## config.mk

```make
export PLATFORM = sky130hd
export DESIGN_NAME = hpid_cfg_regs
export DESIGN_NICKNAME = d
export VERILOG_FILES = /design/src/sv/hpid_pkg.sv /design/src/sv/hpid_cfg_regs.sv
export SDC_FILE = /design/constraint.sdc
export NUM_CORES = 1
export LEC_CHECK = 0
export BUFFER_PORTS_ARGS = -buffer_cell sky130_fd_sc_hd__buf_2
export CAP_MARGIN = 20
export CORE_MARGIN = 5
export CORE_UTILIZATION = 50
export DETAILED_ROUTE_END_ITERATION = 6
export HOLD_SLACK_MARGIN = 0.05
export PLACE_DENSITY = 0.78
export SKIP_LAST_GASP = 1
export SLEW_MARGIN = 20
export SYNTH_ARGS = -nofsm -noshare
export SYNTH_HDL_FRONTEND = slang
export SYNTH_SLANG_ARGS = --single-unit
export TNS_END_PERCENT = 10
```

## constraint.sdc

```tcl
create_clock -name clk -period 1.95 [get_ports clk]
set_input_delay 0 -clock clk [delete_from_list [all_inputs] [get_ports clk]]
set_output_delay 0 -clock clk [all_outputs]
set_load 0.005 [all_outputs]
```

## src/sv/hpid_pkg.sv

```systemverilog
// ----------------------------------------------------------------------------
// Heading PID controller package
// Register map, configuration type and saturation helpers.
// ----------------------------------------------------------------------------
`timescale 1ns / 1ps

package hpid_pkg;

    localparam int HeadingW = 9;
    localparam int DataW    = 32;
    localparam int PoleW    = 18;
    localparam int FracW    = 16;
    localparam int CfgIdxW  = 3;

    typedef enum logic [CfgIdxW-1:0] {
        REG_PROP_GAIN  = 3'd0,
        REG_INT_GAIN   = 3'd1,
        REG_DERIV_GAIN = 3'd2,
        REG_DERIV_POLE = 3'd3,
        REG_OUT_MIN    = 3'd4,
        REG_OUT_MAX    = 3'd5,
        REG_INT_MIN    = 3'd6,
        REG_INT_MAX    = 3'd7
    } hpid_reg_t;

    typedef struct packed {
        logic signed [DataW-1:0] prop_gain;
        logic signed [DataW-1:0] int_gain;
        logic signed [DataW-1:0] deriv_gain;
        logic signed [PoleW-1:0] deriv_pole;
        logic signed [DataW-1:0] out_min;
        logic signed [DataW-1:0] out_max;
        logic signed [DataW-1:0] int_min;
        logic signed [DataW-1:0] int_max;
    } hpid_cfg_t;

    localparam logic signed [DataW-1:0] DATA_MIN = {1'b1, {(DataW-1){1'b0}}};
    localparam logic signed [DataW-1:0] DATA_MAX = {1'b0, {(DataW-1){1'b1}}};

    localparam logic signed [10:0] HALF_TURN = 11'sd180;
    localparam logic signed [10:0] FULL_TURN = 11'sd360;

    function automatic logic signed [DataW-1:0] sat32(input logic signed [63:0] v);
        logic signed [DataW-1:0] r;
        if (v > 64'(DATA_MAX)) begin
            r = DATA_MAX;
        end
        else if (v < 64'(DATA_MIN)) begin
            r = DATA_MIN;
        end
        else begin
            r = v[DataW-1:0];
        end
        return r;
    endfunction

    function automatic logic signed [DataW-1:0] clamp_lim(
        input logic signed [DataW-1:0] v,
        input logic signed [DataW-1:0] lo,
        input logic signed [DataW-1:0] hi
    );
        logic signed [DataW-1:0] r;
        if (v > hi) begin
            r = hi;
        end
        else if (v < lo) begin
            r = lo;
        end
        else begin
            r = v;
        end
        return r;
    endfunction

endpackage

```

## src/sv/hpid_cfg_regs.sv

```systemverilog
// ----------------------------------------------------------------------------
// Heading PID controller configuration registers
// Holds gains, filter pole and clamp limits written over the config port.
// ----------------------------------------------------------------------------
`timescale 1ns / 1ps

module hpid_cfg_regs (
    input  logic                        clk,
    input  logic                        rst_n,
    input  logic                        wr_en,
    input  logic [hpid_pkg::CfgIdxW-1:0] wr_index,
    input  logic [hpid_pkg::DataW-1:0]  wr_data,
    output hpid_pkg::hpid_cfg_t         cfg
);
    import hpid_pkg::*;

    hpid_cfg_t cfg_reg;

    always_ff @(posedge clk or negedge rst_n)
    begin
        if (!rst_n)
        begin
            cfg_reg.prop_gain  <= '0;
            cfg_reg.int_gain   <= '0;
            cfg_reg.deriv_gain <= '0;
            cfg_reg.deriv_pole <= '0;
            cfg_reg.out_min    <= DATA_MIN;
            cfg_reg.out_max    <= DATA_MAX;
            cfg_reg.int_min    <= DATA_MIN;
            cfg_reg.int_max    <= DATA_MAX;
        end
        else if (wr_en)
        begin
            unique case (hpid_reg_t'(wr_index))
                REG_PROP_GAIN:  cfg_reg.prop_gain  <= wr_data;
                REG_INT_GAIN:   cfg_reg.int_gain   <= wr_data;
                REG_DERIV_GAIN: cfg_reg.deriv_gain <= wr_data;
                REG_DERIV_POLE: cfg_reg.deriv_pole <= wr_data[PoleW-1:0];
                REG_OUT_MIN:    cfg_reg.out_min    <= wr_data;
                REG_OUT_MAX:    cfg_reg.out_max    <= wr_data;
                REG_INT_MIN:    cfg_reg.int_min    <= wr_data;
                REG_INT_MAX:    cfg_reg.int_max    <= wr_data;
                default:        cfg_reg.prop_gain  <= cfg_reg.prop_gain;
            endcase
        end
    end

    assign cfg = cfg_reg;

endmodule

```

==> impl_metrics.env, run 1 <==
export IMPL_status="completed"
export IMPL_yosys_area_share_simple_pct=1.15
export IMPL_cts_buffers=25
export IMPL_ys_types=15
export IMPL_drt_first_pass_iters=4
export IMPL_met2_usage_pct=36.2
export IMPL_drc=0
export IMPL_dp_hpwl_mm=15.9
export IMPL_synthesis_nets=559
export IMPL_top_usage_layer="met2"
export IMPL_path_clk_slew_ns=0.06
export IMPL_rows=49
export IMPL_clock_skew_ns=0
export IMPL_grt_total_usage_pct=21.9
export IMPL_mostFrequentLayoutCells="278 x buf_2, 228 x mux2_2, 178 x dfrtp_1, 64 x dfstp_2, 33 x dlygate4sd3_1"
export IMPL_r2r_cells=1
export IMPL_layout_commonest_cell="buf_2"
export IMPL_min_period_over_period_pct=59.8
export IMPL_cp_max_fo=2
export IMPL_muxShareOfSynthArea_pct=29.7
export IMPL_syn_area_um2=9220
export IMPL_p_comb_share_pct=19.7
export IMPL_antenna_left=0
export IMPL_use_met3_pct=7.44
export IMPL_largest_reg_flops=242
export IMPL_worst_slack_ns=0.783
export IMPL_p_seq_share_pct=47.5
export IMPL_crit_buf_inv=1
export IMPL_grt_max_degree=83
export IMPL_cts_tree="yes"
export IMPL_critical_path_class="flop to output port"
export IMPL_cp_top_family="flip-flops"
export IMPL_hold_class="primary input to async pin"
export IMPL_internal_power_mw=11.0
export IMPL_num_nets_final=887
export IMPL_cts_root_buf="clkbuf_16"
export IMPL_hold_violations=0
export IMPL_slew_headroom_pct=58.8
export IMPL_ys_warn_count=0
export IMPL_core_area_um2=18100
export IMPL_drtIter0Drc=122
export IMPL_cts_setup_buffers=0
export IMPL_rsz0062_at_grt="no"
export IMPL_slowest_delay_ns=0.55
export IMPL_finalWeightedCongestion=0.789
export IMPL_crit_arrival_ns=1.17
export IMPL_clockBufferDepth=3
export IMPL_drive_gt1_share_pct=73.4
export IMPL_p_clk_share_pct=32.8
export IMPL_io_pins=280
export IMPL_crit_chain="buf_2"
export IMPL_use_met1_pct=28.3
export IMPL_insertion_delay_ns=0.51
export IMPL_setup_viol=0
export IMPL_fin_area_um2=12100
export IMPL_tightest_slew_ns=0.618
export IMPL_wirelength_mm=23.5
export IMPL_synth_seq_cells=242
export IMPL_area_growth_pct=31.0
export IMPL_grt_pass1_wl_mm=37.6
export IMPL_max_freq_mhz=857
export IMPL_vdd_drop_max_mv=0.838
export IMPL_r2r_end="cfg[56]"
export IMPL_net_switching_power_mw=3.69
export IMPL_route_vias_total=5732
export IMPL_rrSetupSlack_ns=1.14
export IMPL_portBuffers=279
export IMPL_die_x_um=146
export IMPL_diodes=0
export IMPL_die_h_um=146
export IMPL_initial_utilization_pct=51.0
export IMPL_avgSynthCellArea_um2=17.7
export IMPL_dieArea_um2=21200
export IMPL_synth_fa_ha_area_share_pct=0
export IMPL_whs_ns=0.0880
export IMPL_wl_per_cell_um=21.4
export IMPL_seq_area_frac_synth_pct=66.6
export IMPL_slowest_stage="dfstp_2"
export IMPL_startpoint_type="flop"
export IMPL_grt_pass1_vias=6445
export IMPL_tns_ns=0
export IMPL_timing_rr_start="cfg[56]"
export IMPL_antenna_found_initial=0
export IMPL_placed_area_um2=10900
export IMPL_place_ws_ns=0.586
export IMPL_synth_compound_area_share_pct=0
export IMPL_slew_viol_final=0
export IMPL_swShare_pct=25.2
export IMPL_power_density_nw_per_um2=1210
export IMPL_cap_violations=0
export IMPL_grt_overflow_total=0
export IMPL_p_leak_nw=5.69
export IMPL_required_ns=1.95
export IMPL_end_kind="output port"
export IMPL_synth_top_family_by_area="multiplexers"
export IMPL_htree_levels=1
export IMPL_synth_cells=521
export IMPL_cts_resized=0
export IMPL_cts_sinks=242
export IMPL_vias_per_cell=5.23
export IMPL_synth_xor_area_share_pct=0
export IMPL_p_total_mw=14.6
export IMPL_period_needed_ns=1.17
export IMPL_hold_buffers=33
==> layout make-up <==
cell class	count	area [um2]
multi-input cells	250	2860
clock buffers	37	721
repair buffers	330	1950
fillers	1256	6010
flip-flops and latches	242	6140
clock inverters	9	124
well taps	229	287
==> metrics by stage <==
| step | instances | util (%) |
|---|---|---|
| after floorplan | 521 | - |
| after global routing | 1097 | 66.8 |
| after CTS | 1097 | 66.8 |
| after global placement | 1018 | 60.3 |
| final | 1097 | 66.8 |
| after detailed placement | 1018 | 60.3 |
==> Yosys cell counts <==
cell type	instances	area (um2)
clkbuf_2	2	10.0
nor4b_4	1	23.8
buf_6	13	146
buf_4	3	22.5
dfrtp_1	178	4450
nand4_1	1	6.26
mux2_2	228	2570
buf_2	11	55.1
dfstp_2	64	1680
nor4bb_1	1	10.0
nand4b_4	1	23.8
nand4b_1	2	17.5
mux2_1	10	113
mux2_4	4	60.1
and4bb_2	2	25.0
==> cell families (layout without fill, tap and decap cells) <==
| group | after synthesis | count (layout) |
|---|---|---|
| AND/OR/NAND/NOR | 8 | 8 |
| buffers and inverters | 29 | 376 |
| flip-flops | 242 | 242 |
| multiplexers | 242 | 242 |
==> power groups by stage <==
stage | registers (mW) | clock network, mW | logic [mW]
after global routing | 7.09 | 5.16 | 3.15
after global placement | 6.94 | 0 | 2.77
after CTS | 6.96 | 4.94 | 2.94
after floorplan | 7.04 | 0 | 1.08
after detailed placement | 7.02 | 0 | 2.87
final | 6.95 | 4.81 | 2.88
==> per-layer routing <==
layer / wire [um] / part of all wire [%]
met5: 0 / 0
met4: 413 / 1.8
met3: 2050 / 8.7
met2: 11400 / 49
met1: 9590 / 41
==> worst max-delay path by stage <==
stage / cells after the start / startpoint / endpoint / slack [ns]
6_report: 1 / cfg[16] / cfg[16] / 0.78
5_1_grt: 1 / cfg[63] / cfg[63] / 0.74
4_1_cts: 1 / cfg[63] / cfg[63] / 0.76
3_5_place_dp: 4 / wr_index[1] / cfg[95] / 0.59
3_3_place_gp: 4 / wr_index[1] / cfg[95] / 0.64
2_1_floorplan: 4 / wr_index[1] / cfg[215] / 0.76
(Power assumes the default switching activity.)
==> inputs of run 2 (changes only) <==
==> constraint.sdc (replaced) <==
create_clock -name clk -period 1.16 [get_ports clk]
set_input_delay 0 -clock clk [delete_from_list [all_inputs] [get_ports clk]]
set_output_delay 0 -clock clk [all_outputs]
set_load 0.005 [all_outputs]
==> impl_metrics.env, run 2 (synthesis gave the netlist of run 1 again) <==
export IMPL_hold_buffers=33
export IMPL_num_nets_final=893
export IMPL_crit_arrival_ns=1.16
export IMPL_slew_headroom_pct=72.9
export IMPL_period_needed_ns=1.16
export IMPL_cap_violations=0
export IMPL_drive_gt1_share_pct=73.2
export IMPL_cp_startpoint="cfg[24]"
export IMPL_cp_max_fo=2
export IMPL_finalWeightedCongestion=0.779
export IMPL_worst_slack_ns=0.00254
export IMPL_cts_setup_buffers=0
export IMPL_core_area_um2=18100
export IMPL_drc=0
export IMPL_cts_tree="yes"
export IMPL_placed_area_um2=11100
export IMPL_hold_class="primary input to async pin"
export IMPL_wl_per_cell_um=21.5
export IMPL_hold_violations=0
export IMPL_layout_commonest_cell="buf_2"
export IMPL_drtIter0Drc=110
export IMPL_initial_utilization_pct=51.0
export IMPL_crit_buf_inv=1
export IMPL_slowest_delay_ns=0.54
export IMPL_wirelength_mm=23.7
export IMPL_slew_viol_final=0
export IMPL_largest_reg_flops=242
export IMPL_min_period_over_period_pct=99.8
export IMPL_cts_sinks=242
export IMPL_status="completed"
export IMPL_vdd_drop_max_mv=1.39
export IMPL_area_growth_pct=32.5
export IMPL_cp_top_family="flip-flops"
export IMPL_die_h_um=146
export IMPL_insertion_delay_ns=0.51
export IMPL_whs_ns=0.0000498
export IMPL_portBuffers=279
export IMPL_rsz0062_at_grt="yes"
export IMPL_mostFrequentLayoutCells="269 x buf_2, 228 x mux2_2, 178 x dfrtp_1, 64 x dfstp_2, 33 x dlygate4sd3_1"
export IMPL_setup_viol=0
export IMPL_timing_rr_start="cfg[102]"
export IMPL_end_kind="output port"
export IMPL_dp_hpwl_mm=16.4
export IMPL_path_clk_slew_ns=0.06
export IMPL_grt_total_usage_pct=22.1
export IMPL_io_pins=280
export IMPL_slowest_stage="dfstp_2"
export IMPL_rrSetupSlack_ns=0.35
export IMPL_tightest_slew_ns=0.406
export IMPL_cts_root_buf="clkbuf_16"
export IMPL_post_route_util_pct=67.5
export IMPL_fill_cells=1236
export IMPL_dieArea_um2=21200
export IMPL_die_x_um=146
export IMPL_max_freq_mhz=864
export IMPL_antenna_found_initial=1
export IMPL_cts_buffers=25
export IMPL_power_density_nw_per_um2=1980
export IMPL_grt_pass1_vias=6548
export IMPL_tns_ns=0
export IMPL_crit_chain="buf_2"
export IMPL_grt_pass1_wl_mm=37.7
export IMPL_clock_skew_ns=0
export IMPL_p_leak_nw=5.74
export IMPL_vias_per_cell=5.23
export IMPL_place_ws_ns=-0.164
export IMPL_critical_path_class="flop to output port"
export IMPL_required_ns=1.16
export IMPL_grt_overflow_total=0
export IMPL_rows=49
export IMPL_clockBufferDepth=3
export IMPL_grt_max_degree=46
export IMPL_fin_area_um2=12200
export IMPL_antenna_left=0
export IMPL_htree_levels=1
export IMPL_drt_first_pass_iters=5
export IMPL_startpoint_type="flop"
export IMPL_route_vias_total=5771
==> run 2: path summary, 6_finish.rpt <==
| check | cells past startpoint | to |
|---|---|---|
| max | 1 | cfg[24] |
| min | 2 | cfg[164] |
| max reg2reg | 1 | cfg[102] |
| min reg2reg | 1 | cfg[231] |
| max in group asynchronous | 3 | cfg[6] |
| min in group clk | 4 | cfg[224] |
==> run 2: where the power goes <==
part / total [mW] / internal (mW) / switching [mW]
Clock: 7.54 / 4.40 / 3.14
Combinational: 4.98 / 2.89 / 2.08
Sequential: 11.7 / 10.7 / 1.04
Total: 24.2 / 18.0 / 6.26
==> run 2: metrics by stage <==
stage                     total power [mW]  cells
final                                 24.2   1103
after CTS                             24.4   1102
after floorplan                       13.6    521
after detailed placement              16.7   1024
after global placement                16.4   1024
after global routing                  25.5   1103
==> run 2: routing by layer <==
| layer | share of wire, % | up-vias | wire length, um | GRT usage [%] |
|---|---|---|---|---|
| met3 | 9.3 | 48 | 2200 | 7.57 |
| li1 | - | 2524 | - | - |
| met2 | 47 | 262 | 11100 | 35.6 |
| met4 | 2.5 | 0 | 591 | 5.89 |
| met1 | 41 | 2937 | 9810 | 28.9 |
| met5 | 0 | - | 0 | 0 |
==> run 2: final cells by class <==
class                      count  area, um2  area share (%)
sequential                   242       6140            50.2
multi-input combinational    250       2860            23.4
timing repair buffer         336       2160            17.7
clock buffer                  38        704            5.77
tap                          229        287            2.35
clock inverter                 7       63.8           0.522
antenna                        1       2.50          0.0205
==> run 2: what timing repair did <==
action / in CTS / in global routing
endpoints found under the hold margin: 484 / 28
resized for setup: 4 / 5
endpoints found under the setup margin: 57 / 64
